## src/design/cbas_pkg.sv

```systemverilog
// Package for the CAN configuration byte-access server.
// Holds the transfer structs, the register map codes and the status codes.
// No dependencies; the front, back and top files and the testbench import it.
package cbas_pkg;

    localparam int unsigned CFG_ADDR_W = 5;

    // Register indexes of the configuration port (byte address = 4 * index).
    localparam logic [2:0] REG_READ_REQ_PGN   = 3'd0;
    localparam logic [2:0] REG_WRITE_REQ_PGN  = 3'd1;
    localparam logic [2:0] REG_RESPONSE_PGN   = 3'd2;
    localparam logic [2:0] REG_RESPONSE_SRC   = 3'd3;
    localparam logic [2:0] REG_FW_MAJOR       = 3'd4;
    localparam logic [2:0] REG_FW_MINOR       = 3'd5;
    localparam logic [2:0] REG_MAX_READ_ADDR  = 3'd6;
    localparam logic [2:0] REG_MAX_WRITE_ADDR = 3'd7;

    // Response status codes.
    localparam logic [1:0] ST_OK        = 2'd0;
    localparam logic [1:0] ST_BAD_GUARD = 2'd1;
    localparam logic [1:0] ST_RANGE     = 2'd2;

    // Priority field of the response identifier.
    localparam logic [2:0] RESP_PRIORITY = 3'd3;

    localparam logic [9:0] MAX_ADDR_RESET = 10'h3FF;

    typedef struct packed {
        logic        frame_valid;
        logic [28:0] can_id;
        logic [7:0]  guard_in;
        logic [7:0]  addr_low;
        logic [7:0]  addr_high;
        logic [7:0]  write_data;
    } req_t;

    typedef struct packed {
        logic [28:0] resp_can_id;
        logic [7:0]  resp_fw_major;
        logic [7:0]  resp_fw_minor;
        logic [7:0]  resp_value;
        logic [15:0] resp_addr;
        logic [1:0]  resp_status;
        logic [31:0] read_total;
        logic [31:0] write_total;
        logic [15:0] guard_errors;
        logic [15:0] range_errors;
    } resp_t;

    typedef struct packed {
        logic [15:0] read_req_pgn;
        logic [15:0] write_req_pgn;
        logic [15:0] response_pgn;
        logic [7:0]  response_src_addr;
        logic [7:0]  fw_major;
        logic [7:0]  fw_minor;
        logic [9:0]  max_read_addr;
        logic [9:0]  max_write_addr;
    } cfg_t;

    // A classified request as it waits between the front and the back.
    typedef struct packed {
        logic        is_read;
        logic [1:0]  status;
        logic [15:0] addr;
        logic [7:0]  wdata;
    } job_t;

endpackage

```

## src/design/cbas_front.sv

```systemverilog
// Front part: accepts frames, classifies them and queues the requests.
// Depends on cbas_pkg.
module cbas_front
    import cbas_pkg::*;
#(
    parameter int unsigned STORE_DEPTH = 1024,
    parameter logic [7:0]  GUARD_VALUE = 8'hA5
) (
    input  logic clk,
    input  logic rst_n,
    input  logic start,
    input  req_t item,
    input  cfg_t cfg,
    input  logic hold,
    output logic busy,
    output logic job_valid,
    output job_t job,
    input  logic job_pop
);

    job_t       queue_reg [2];
    logic [1:0] count_reg, count_next;
    logic       wr_ptr_reg, wr_ptr_next;
    logic       rd_ptr_reg, rd_ptr_next;

    logic [15:0] pgn;
    logic [15:0] addr;
    logic        hit_rd;
    logic        hit_wr;
    logic        push;
    logic        in_store;
    logic        in_limit;
    logic [9:0]  limit;
    job_t        job_in;

    assign busy      = (count_reg == 2'd2) || hold;
    assign job_valid = (count_reg != 2'd0);
    assign job       = queue_reg[rd_ptr_reg];

    assign pgn    = item.can_id[23:8];
    assign addr   = {item.addr_high, item.addr_low};
    assign hit_rd = (pgn == cfg.read_req_pgn);
    assign hit_wr = (pgn == cfg.write_req_pgn);
    assign push   = start && !busy && item.frame_valid && (hit_rd || hit_wr);

    // A frame that matches both PGNs is a read.
    assign limit    = hit_rd ? cfg.max_read_addr : cfg.max_write_addr;
    assign in_store = ({1'b0, addr} < 17'(STORE_DEPTH));
    assign in_limit = (addr <= {6'b0, limit});

    always_comb
    begin
        job_in.is_read = hit_rd;
        job_in.wdata   = item.write_data;
        job_in.addr    = addr;
        priority if (item.guard_in != GUARD_VALUE)
        begin
            job_in.status = ST_BAD_GUARD;
            job_in.addr   = 16'd0;
        end
        else if (!(in_store && in_limit))
        begin
            job_in.status = ST_RANGE;
        end
        else
        begin
            job_in.status = ST_OK;
        end
    end

    always_comb
    begin
        count_next  = count_reg;
        wr_ptr_next = wr_ptr_reg;
        rd_ptr_next = rd_ptr_reg;
        if (push)
        begin
            wr_ptr_next = !wr_ptr_reg;
        end
        if (job_pop)
        begin
            rd_ptr_next = !rd_ptr_reg;
        end
        if (push && !job_pop)
        begin
            count_next = count_reg + 2'd1;
        end
        else if (job_pop && !push)
        begin
            count_next = count_reg - 2'd1;
        end
    end

    always_ff @(posedge clk or negedge rst_n)
    begin
        if (!rst_n)
        begin
            count_reg  <= 2'd0;
            wr_ptr_reg <= 1'b0;
            rd_ptr_reg <= 1'b0;
        end
        else
        begin
            count_reg  <= count_next;
            wr_ptr_reg <= wr_ptr_next;
            rd_ptr_reg <= rd_ptr_next;
        end
    end

    always_ff @(posedge clk)
    begin
        if (push)
        begin
            queue_reg[wr_ptr_reg] <= job_in;
        end
    end

endmodule

```

## config.mk

```make
export PLATFORM = sky130hd
export DESIGN_NAME = cbas_front
export DESIGN_NICKNAME = d
export VERILOG_FILES = /design/src/design/cbas_pkg.sv /design/src/design/cbas_front.sv
export SDC_FILE = /design/constraint.sdc
export NUM_CORES = 1
export LEC_CHECK = 0
export ABC_AREA = 1
export BUFFER_PORTS_ARGS = -buffer_cell sky130_fd_sc_hd__clkbuf_2
export CORE_MARGIN = 2
export CORE_UTILIZATION = 30
export DETAILED_ROUTE_END_ITERATION = 6
export GPL_TIMING_DRIVEN = 0
export SETUP_SLACK_MARGIN = 0.4
export SYNTH_ARGS = -nofsm -noshare
export SYNTH_HDL_FRONTEND = slang
export SYNTH_SLANG_ARGS = --single-unit
```

## constraint.sdc

```tcl
create_clock -name clk -period 2.9 [get_ports clk]
set_clock_uncertainty 0.1 [all_clocks]
set_input_delay 0.145 -clock clk [delete_from_list [all_inputs] [get_ports clk]]
set_output_delay 0.145 -clock clk [all_outputs]
set_load 0.1 [all_outputs]
```

# Yosys cells after proc, flatten, opt, wreduce, memory -nomap -nowiden
# Memory sizes are Yosys's and may differ from the RTL's.
# Cells that the tools add are included.
totals:
  ram_bits: 54
  input_bits: 159
  regBits: 4
  mem_count: 1
  output_inout_bits: 29
op_classes:
  mux: 8
  reduce_logical: 15
  n_addsub: 2
  n_eq_ne: 4
  magnitude_cmp: 2
mem_list:
  columns: ["name", "words", "width", "read_ports", "rd_ports_with_merged_regs", "write_ports", "line_no", "text"]
  rows:
  - ["queue_reg", 2, 27, 1, 0, 1, "cbas_front.sv:21", "job_t queue_reg [2];"]
op_table:
  columns: ["op", "n"]
  rows:
  - ["$eq 16x16->1", 2]
  - ["$le 16x10->1", 1]
  - ["$lt 16x11->1 const B", 1]
  - ["$mux 16", 1]
  - ["$mux 10", 1]
  - ["$mux 2", 4]
  - ["$ne 8x8->1 const B", 1]
  - ["$logic_and 1x1->1", 6]
  - ["$logic_not 1->1", 5]
  - ["$reduce_bool 2->1", 2]
  - ["$add 2x1->2 const B", 1]
  - ["$eq 2x2->1 const B", 1]
  - ["$logic_or 1x1->1", 2]
  - ["$mux 1", 2]
  - ["$sub 2x1->2 const B", 1]

# Longest topological paths before layout
# Gate-level depths: netlist of the first run.
logic_depth:
  depth_word: 10
  mapped_depth: 21
  mapped_depth_nobuf: 20

# Worst setup path before layout of the first run
# No wires, ideal clock.
synth_path:
  path_kind: "input -> register"
  from: "input port item[54] in the netlist's numbering"
  to: "memory queue_reg[1][0] in the netlist's numbering (enable)"
  setup_ps: 411
  path_buffers: 1
  slack_ps: 398
  arrival_time_ps: 1991
  stages: 11
  cell_sequence: "inv_1 -> nand2_1 -> nand2_1 -> nor2_1 -> nand2_1 -> nor2_1 -> nand2_1 -> buf_6 -> nand2_1 -> nand2_1 -> nor2_1"
synth_between:
  elab_chain_len: 5
  elab_cells_between_ends: 6
  classes_between: "2 x eq/ne; 2 x mux; 2 x reduce/logical"
synth_lines:
  columns: ["element", "line_no", "text"]
  rows:
  - ["start: declaration", "cbas_front.sv:12", "input req_t item,"]
  - ["$eq 16x16->1 (on tied branches)", "cbas_front.sv:42, cbas_front.sv:43", null]
  - ["$logic_or 1x1->1 (*)", "cbas_front.sv:44", "assign push = start && !busy && item.frame_valid && (hit_rd || hit_wr);"]
  - ["$logic_and 1x1->1 (*)", "cbas_front.sv:44", null]
  - ["$mux 1 (*)", "cbas_front.sv:112", "if (push)"]
  - ["$mux 1 (not written as such) (*)", "cbas_front.sv:114", "queue_reg[wr_ptr_reg] <= job_in;"]
  - ["end: declaration", "cbas_front.sv:21", null]
# Mark *: on every way between the ends. The rest lies on a longest branch, timed or not.

# Worst setup path after layout of the first run
layout_path:
  from: "register count_reg[0]"
  to: "memory queue_reg[0][10] in the netlist's numbering (enable)"
layout_between:
  elab_chain_len: 8
layout_lines:
  columns: ["element", "line_no", "text"]
  rows:
  - ["start: declaration", "cbas_front.sv:22", "logic [1:0] count_reg, count_next;"]
  - ["start signal: assignment", "cbas_front.sv:104", "count_reg <= count_next;"]
  - ["$eq 2x2->1", "cbas_front.sv:36", "assign busy = (count_reg == 2'd2) || hold;"]
  - ["$logic_or 1x1->1", "cbas_front.sv:36", null]
  - ["$logic_not 1->1", "cbas_front.sv:44", null]
  - ["$logic_and 1x1->1 (3 in series)", "cbas_front.sv:44", null]
  - ["$mux 1", "cbas_front.sv:112", null]
  - ["$mux 1 (not written as such)", "cbas_front.sv:114", null]
# Every way passes these cells.

==> results of run 1 <==
[synthesized netlist by cell type (2+ instances only)]
library cell,number
a21oi_1,5
buf_2,3
buf_6,2
dfrtp_1,4
edfxtp_1,54
ha_1,11
inv_1,70
inv_2,4
mux2_2,27
nand2_1,125
nand3_1,2
nand4_1,3
nor2_1,43
nor3_1,4
o21ai_0,2
o21ai_2,8
or2_0,8
xor2_1,3
[final cells by class]
cell class / count / area (µm²) / share of cell area, %
clock inverters: 1 / 5.00 / 0.112
clock buffers: 12 / 135 / 3.03
plain buffers: 6 / 41.3 / 0.926
inverters: 74 / 278 / 6.23
repair buffers: 144 / 771 / 17.3
flip-flops and latches: 58 / 1720 / 38.6
well taps: 140 / 175 / 3.93
multi-input cells: 244 / 1330 / 29.9
[layer usage]
layer	share of wire [%]	track usage (%)	vias to the layer above
met3	10	5.28	10
met2	47	25.7	110
met4	1.2	4.07	0
met5	0	0	-
li1	-	-	1511
met1	42	15.7	1308
[timing repair]
item                                   CTS  global route
hold buffers                            10             0
endpoints found under the hold margin   21             0
gates resized for setup                  0             0
[worst max-delay path, cell delays in order, from the launching register on]
cell,delay (ps)
dfrtp_1,360
inv_1,80
a21oi_1,180
nand3_1,90
inv_1,80
nand3_1,90
inv_1,850
[power groups by stage]
| stage | registers (µW) | clock network [µW] | logic [µW] |
|---|---|---|---|
| final | 938 | 577 | 1910 |
| after CTS | 938 | 598 | 1920 |
| after detailed placement | 955 | 0 | 1910 |
| after global routing | 939 | 636 | 1990 |
| after floorplan | 952 | 0 | 1600 |
| after global placement | 955 | 0 | 1900 |
[cell families (layout without fill, tap and decap cells)]
family / after synthesis / count (layout) / share of synthesized area, %
muxes: 27 / 27 / 9.03
AOI/OAI and AO/OA: 15 / 15 / 3.12
buffers and inverters: 80 / 237 / 9.48
and+or+nand+nor: 187 / 187 / 22.1
DFF: 58 / 58 / 51.2
adders and majority gates: 11 / 11 / 4.09
xor gates and xnor gates: 4 / 4 / 1.04
[per-stage QoR]
stage	instances	utilization, %
3_5_place_dp	656	38.7
4_1_cts	679	41.0
6_report	679	41.0
5_1_grt	679	41.0
3_3_place_gp	656	38.7
2_1_floorplan	382	-
[worst max-delay path by stage]
stage	to	slack, ps	depth (start not counted)
2_1_floorplan	queue_reg[0][25]	810	19
3_3_place_gp	queue_reg[1][12]	10	12
4_1_cts	queue_reg[0][10]	580	6
5_1_grt	queue_reg[0][10]	420	6
3_5_place_dp	queue_reg[0][7]	260	12
6_report	queue_reg[0][10]	650	6
==> results.json, run 1 <==
{
  "cts-root-buf": "clkbuf_8",
  "cts_buffers": 9,
  "worstRegToRegCells": 6,
  "setup_viol": 0,
  "p_comb_share_pct": 55.7,
  "clk_pin_slew_worst_paths_ps": 60,
  "synthCells": 382,
  "rsz0062_at_grt": "no",
  "leakagePower_uw": 0.00232,
  "io_pins": 188,
  "cellInternalPower_uw": 1620,
  "end_kind": "flop",
  "vias_per_cell": 4.33,
  "cp_max_fo": 27,
  "drc_errors": 0,
  "p_seq_share_pct": 27.4,
  "relSlewSlack_pct": 21.3,
  "finalWorstSetupSlack_ps": 646,
  "synth_warnings": 0,
  "numPortBuffers": 134,
  "grt.total_usage_pct": 14.3,
  "tightest_slew_ps": 1180,
  "cellPowerDensity_nw_per_um2": 767,
  "area_delta_synth_final_pct": 32.5,
  "h-tree-depth": 3,
  "yosys.area.top_type": "edfxtp_1",
  "synth_top_area_share_pct": 48.2,
  "num_antenna_cells": 0,
  "reg2reg_to": "queue_reg[0][10]",
  "critPathKind": "reg -> reg",
  "grt_pass1_vias": 2953,
  "synth-main-ff-cell": "edfxtp_1",
  "cts_buffer_depth": 2,
  "final-hold-violation-count": 0,
  "final_nets": 707,
  "synth-edff-count": 54,
  "finalMaxSlewViolations": 0,
  "post_cts_buffers": 0,
  "nFillCells": 1113,
  "syn_avg_cell_area_um2": 8.81,
  "switchingPower_uw": 1800,
  "timing.fmax_mhz": 444,
  "startpoint": "count_reg[0]",
  "core_area_um2": 10900,
  "syn_nets": 552,
  "dr.first_iter.drc_count": 99,
  "grt_max_degree": 28,
  "outcome": "complete, no violations",
  "vias": 2939,
  "hp-class": "in -> async",
  "row_count": 38,
  "dp_slack_ps": 256,
  "swShare_pct": 52.6,
  "fin_hold_ws_ps": 52.5,
  "drive_above_1_share_pct": 35.3,
  "ant_nets": 0,
  "rrSetupSlack_ps": 650,
  "gp_congestion": 0.738,
  "irDropWorstVdd_mv": 0.546,
  "max-cap-violations": 0,
  "wl_per_cell_um": 12.3,
  "place_area_um2": 4220,
  "required_ps": 2740,
  "synthArstFlopShare_pct": 6.90,
  "arrival_ps": 2100,
  "dieArea_um2": 12100,
  "p_total_uw": 3420,
  "start_util_pct": 30.9,
  "tritoncts": "built",
  "power_frac_clock_pct": 16.9,
  "die_h_um": 110,
  "fin_crit_ps": 2250,
  "synth.ff_latch_count": 58,
  "largest_reg_flops": 54,
  "hpwl_um": 6620,
  "grt_antenna_before_repair": 0,
  "startpoint_type": "flop",
  "first_pass_iters": 4,
  "grt_pass1_wl_um": 13000,
  "netlist_top_cells_area": "edfxtp_1 48%, nand2_1 14%, mux2_2 9.0%",
  "overflow": 0,
  "syn_area_um2": 3370,
  "yosysUniqueCellTypes": 22,
  "reg2reg_from": "count_reg[0]",
  "fin_setup_tns_ps": 0,
  "wl_um": 8350,
  "final_common_cell": "clkbuf_2",
  "fin_crit_sh_pct": 77.7,
  "clock-sinks": 58,
  "final_cell_mix": "134 x clkbuf_2, 125 x nand2_1, 70 x inv_1",
  "design_area_um2": 4460,
  "seq_area_frac_synth_pct": 51.2,
  "die_w_um": 110,
  "clk_latency_ps": 340
}
Note: power is estimated with default switching activity, not from simulation.
==> inputs of run 2 (changes only) <==
clock period = 1.96 ns   (was 2.9 ns; I/O delays follow)
==> results.json, run 2 (synthesis results as in run 1) <==
{
  "met1_length_um": 3720,
  "drive_above_1_share_pct": 46.9,
  "start_util_pct": 30.9,
  "p_total_uw": 7420,
  "die_w_um": 110,
  "hpwl_um": 6500,
  "clk_pin_slew_worst_paths_ps": 60,
  "end_kind": "flop",
  "area_delta_synth_final_pct": 78.4,
  "ant_nets": 0,
  "setup_viol": 2,
  "die_h_um": 110,
  "final_common_cell": "nand2_1",
  "row_count": 38,
  "fin_util_pct": 55.2,
  "stdcell_count": 722,
  "grt_antenna_before_repair": 0,
  "numPortBuffers": 134,
  "final_cell_mix": "109 x nand2_1, 88 x clkbuf_2, 55 x inv_1",
  "met3_length_um": 983,
  "irDropWorstVdd_mv": 0.989,
  "finalWorstSetupSlack_ps": -81.4,
  "largest_reg_flops": 54,
  "required_ps": 1940,
  "routed.top_layer": "met4",
  "overflow": 0,
  "tightest_slew_ps": 522,
  "nFillCells": 897,
  "cp_max_fo": 5,
  "timing.fmax_mhz": 490,
  "failed_checks": "negative setup slack",
  "dr_wl_met2_um": 5450,
  "grt_pass1_wl_um": 15400,
  "arrival_ps": 2020,
  "grt.total_usage_pct": 17.2,
  "fin_crit_ps": 2040,
  "cts_buffers": 9,
  "gp_congestion": 0.739,
  "io_pins": 188,
  "fin_hold_ws_ps": 6.81,
  "clock-sinks": 58,
  "wl_per_cell_um": 14.2,
  "outcome": "finished with violations",
  "max-cap-violations": 0,
  "fin_crit_sh_pct": 104,
  "tritoncts": "built",
  "first_pass_iters": 4,
  "critPathKind": "in -> reg",
  "grt_pass1_vias": 3311,
  "hp-class": "in -> reg",
  "core_area_um2": 10900,
  "h-tree-depth": 3,
  "num_antenna_cells": 0,
  "wl_um": 10300,
  "leakagePower_uw": 0.00299,
  "cellPowerDensity_nw_per_um2": 1240,
  "relSlewSlack_pct": 65.2,
  "dp_slack_ps": -517,
  "dr.first_iter.drc_count": 65,
  "final-hold-violation-count": 0,
  "place_inst": 656,
  "vias": 3127,
  "vias_per_cell": 4.33,
  "drc_errors": 0,
  "final_nets": 747,
  "cts-root-buf": "clkbuf_8",
  "cts_buffer_depth": 2,
  "rrSetupSlack_ps": 290,
  "grt_max_degree": 15,
  "dieArea_um2": 12100,
  "rsz0062_at_grt": "yes",
  "startpoint_type": "primary input",
  "clk_latency_ps": 350,
  "finalMaxSlewViolations": 0
}
==> run 2: cell count changes in the layout (fill, tap and decap cells not counted), moves of 7 or more <==
cell           delta
clkbuf_16        +28
inv_2            +10
nor2_2            +7
nand2_2          +15
mux2_2           -27
nor2_1            -7
buf_6            +24
buf_4            +10
clkbuf_2         -46
dlygate4sd3_1     +7
nand2_1          -16
mux2_4           +27
inv_1            -15
==> run 2: final cells by class <==
cell class                 instances  area (µm²)  area share (%)
clock buffer                       9         124            2.06
timing repair inverter             1        7.51           0.125
tap                              140         175            2.92
sequential                        58        1720            28.7
multi-input combinational        245        1580            26.3
clock inverter                     7         108            1.79
buffer                             6        67.6            1.13
timing repair buffer             182        1930            32.1
inverter                          74         292            4.85
==> run 2: repair_timing <==
item | 4_1_cts | 5_1_grt
pin swaps | 9 | 33
hold endpoints to repair | 33 | 0
endpoints found under the setup margin | 86 | 86
setup buffers | 22 | 5
hold buffers | 17 | 0
gates resized for setup | 157 | 67
gates cloned | 6 | 0
==> run 2: stage by stage <==
| stage | TNS [ps] | area, µm² |
|---|---|---|
| floorplan | -127 | 3390 |
| global placement | -13100 | 4230 |
| detailed placement | -16250 | 4230 |
| CTS | -160 | 5800 |
| global route | -579 | 6010 |
| finish | -162 | 6010 |
==> run 2: worst paths after layout <==
check,from,to,cells after the start
setup reg to reg,count_reg[1],count_reg[1],10
hold reg to reg,wr_ptr_reg,wr_ptr_reg,2
hold / removal,item[20],queue_reg[0][12],3
min in group asynchronous,rst_n,count_reg[1],3
setup / recovery,item[51],queue_reg[0][25],20
max in group asynchronous,rst_n,wr_ptr_reg,3
==> run 2: report_power, final <==
group	internal (µW)	switching (µW)	total (µW)
sequential	1370	19.8	1390
combinational	2150	2560	4710
clock	830	486	1320
total	4350	3070	7420
==> run 2: per-layer routing <==
layer / GRT usage, % / vias up
met3: 6.64 / 15
met5: 0 / -
li1: - / 1593
met4: 5.52 / 0
met2: 32.5 / 114
met1: 17.0 / 1405
==> run 2: critical path, cell delays in order <==
cell and delay, ps:
buf_8 80, inv_4 30, nand2_2 50, nand2_2 50, nor2_2 100, nand2_1 70, nor2_2 130, nand2_2 90
buf_6 140, or2_1 240, o21ai_2 90, ha_4 230, a21oi_2 140, nor2_1 60, nor3_1 150, nand2_1 60
nand2_1 50, nand2_1 40, nand2_1 70, nor2_1 40
==> inputs of run 3 (changes only) <==
CORE_ASPECT_RATIO = 0.7   (was unset)
==> results.json, run 3 (synthesis results as in run 1) <==
{
  "outcome": "finished with violations",
  "failed_checks": "negative setup slack",
  "clk_latency_ps": 320,
  "row_count": 32,
  "num_antenna_cells": 0,
  "leakagePower_uw": 0.00292,
  "grt_pass1_wl_um": 15000,
  "clk_pin_slew_worst_paths_ps": 50,
  "h-tree-depth": 3,
  "dp_slack_ps": -565,
  "rrSetupSlack_ps": 260,
  "fin_crit_ps": 2080,
  "dieArea_um2": 12100,
  "nFillCells": 963,
  "cp_max_fo": 5,
  "design_area_um2": 5830,
  "seqCellArea_um2": 1720,
  "ant_nets": 0,
  "drc_errors": 0,
  "cts_buffer_depth": 2,
  "startpoint_type": "primary input",
  "grt_pass1_vias": 3206,
  "irDropWorstVdd_mv": 0.629,
  "drive_above_1_share_pct": 45.1,
  "final-hold-violation-count": 0,
  "grt_max_degree": 15,
  "final_nets": 730,
  "cts-root-buf": "clkbuf_16",
  "die_w_um": 131,
  "start_util_pct": 30.7,
  "final_cell_mix": "114 x nand2_1, 94 x clkbuf_2, 58 x inv_1",
  "finalMaxSlewViolations": 0,
  "clock-sinks": 58,
  "timing.fmax_mhz": 481,
  "overflow": 0,
  "area_delta_synth_final_pct": 73.3,
  "grt_antenna_before_repair": 0,
  "wl_per_cell_um": 13.3,
  "place_area_um2": 4250,
  "fin_crit_sh_pct": 106,
  "grt.total_usage_pct": 16.2,
  "max-cap-violations": 0,
  "dr.first_iter.drc_count": 115,
  "end_kind": "flop",
  "cellPowerDensity_nw_per_um2": 1280,
  "largest_reg_flops": 54,
  "core_area_um2": 11000,
  "setup_viol": 2,
  "vias_per_cell": 4.29,
  "reg2reg_to": "count_reg[1]",
  "relSlewSlack_pct": 64.0,
  "die_h_um": 92.6,
  "required_ps": 1920,
  "numPortBuffers": 134,
  "vias": 3081,
  "reg2reg_from": "count_reg[0]",
  "finalWorstSetupSlack_ps": -117,
  "final_common_cell": "nand2_1",
  "cts_buffers": 9,
  "hpwl_um": 6540,
  "hp-class": "in -> async",
  "rsz0062_at_grt": "yes",
  "worstRegToRegCells": 10,
  "gp_congestion": 0.765,
  "critPathKind": "in -> reg",
  "wl_um": 9550,
  "first_pass_iters": 5,
  "tightest_slew_ps": 542,
  "multi_input_area_um2": 1550,
  "io_pins": 188,
  "fin_setup_tns_ps": -235,
  "tritoncts": "built",
  "arrival_ps": 2040
}
run 3: changes by cell type in the layout (fill, tap and decap cells not counted), moves of 6 or more:
cell           delta
dlygate4sd3_1     -7
clkbuf_16         +8
clkbuf_8         -11
clkbuf_2          +6
buf_6            -16
run 3: repair_timing:
item | 4_1_cts | 5_1_grt
pin swaps | 4 | 12
endpoints found under the setup margin | 86 | 85
cloned | 5 | 0
gates resized for setup | 136 | 52
buffers inserted | 15 | 3
endpoints found under the hold margin | 21 | 0
hold buffers | 10 | 0
run 3: power breakdown:
group	leakage, µW	switching, µW	internal, µW	total (µW)
Combinational	0.00224	2540	2000	4530
Sequential	0.000543	20.7	1370	1390
Clock	0.000138	550	989	1540
Total	0.00292	3110	4360	7470
run 3: cell type report:
cell class	instances	share of cell area, %
timing repair inverter	1	0.129
timing repair buffer	165	29.1
multi-input combinational	245	26.5
buffer	6	1.31
inverter	74	4.91
clock buffer	9	3.86
sequential	58	29.5
tap	153	3.28
clock inverter	7	1.35
run 3: stage by stage:
| stage | power [µW] | hold WS (ps) | utilization [%] | cells |
|---|---|---|---|---|
| 6_report | 7470 | 19.7 | 53.2 | 718 |
| 3_5_place_dp | 4260 | -180 | 38.7 | 669 |
| 5_1_grt | 7720 | 28.3 | 53.2 | 718 |
| 4_1_cts | 7450 | 12.5 | 51.7 | 715 |
| 3_3_place_gp | 4240 | -189 | 38.7 | 669 |
| 2_1_floorplan | 3780 | -298 | - | 382 |
run 3: how the worst max path moves through the flow:
| stage | from | end | slack [ps] | depth (start not counted) |
|---|---|---|---|---|
| 2_1_floorplan | cfg[79] | queue_reg[0][25] | -60 | 17 |
| 5_1_grt | item[52] | queue_reg[0][25] | -280 | 17 |
| 3_3_place_gp | item[47] | queue_reg[0][25] | -520 | 20 |
| 6_report | item[46] | queue_reg[1][25] | -120 | 16 |
| 3_5_place_dp | item[47] | queue_reg[1][25] | -560 | 20 |
| 4_1_cts | item[47] | queue_reg[1][25] | -110 | 20 |
run 3: per-layer routing:
| layer | track usage [%] | part of all wire [%] |
|---|---|---|
| met5 | 0 | 0 |
| met4 | 4.61 | 1.0 |
| met3 | 3.99 | 5.1 |
| met2 | 28.3 | 50 |
| met1 | 20.0 | 44 |
run 3: worst max-delay path: stages:
cell	delay, ps
buf_8	100
nand2_1	60
nand2_1	60
nor2_2	120
nand2_1	90
nor2_2	160
nand2_2	110
buf_4	180
or2_0	220
o21ai_2	60
ha_1	150
nand2_1	50
nor3_1	270
nand4_1	150
nand2_1	120
nor2_2	40
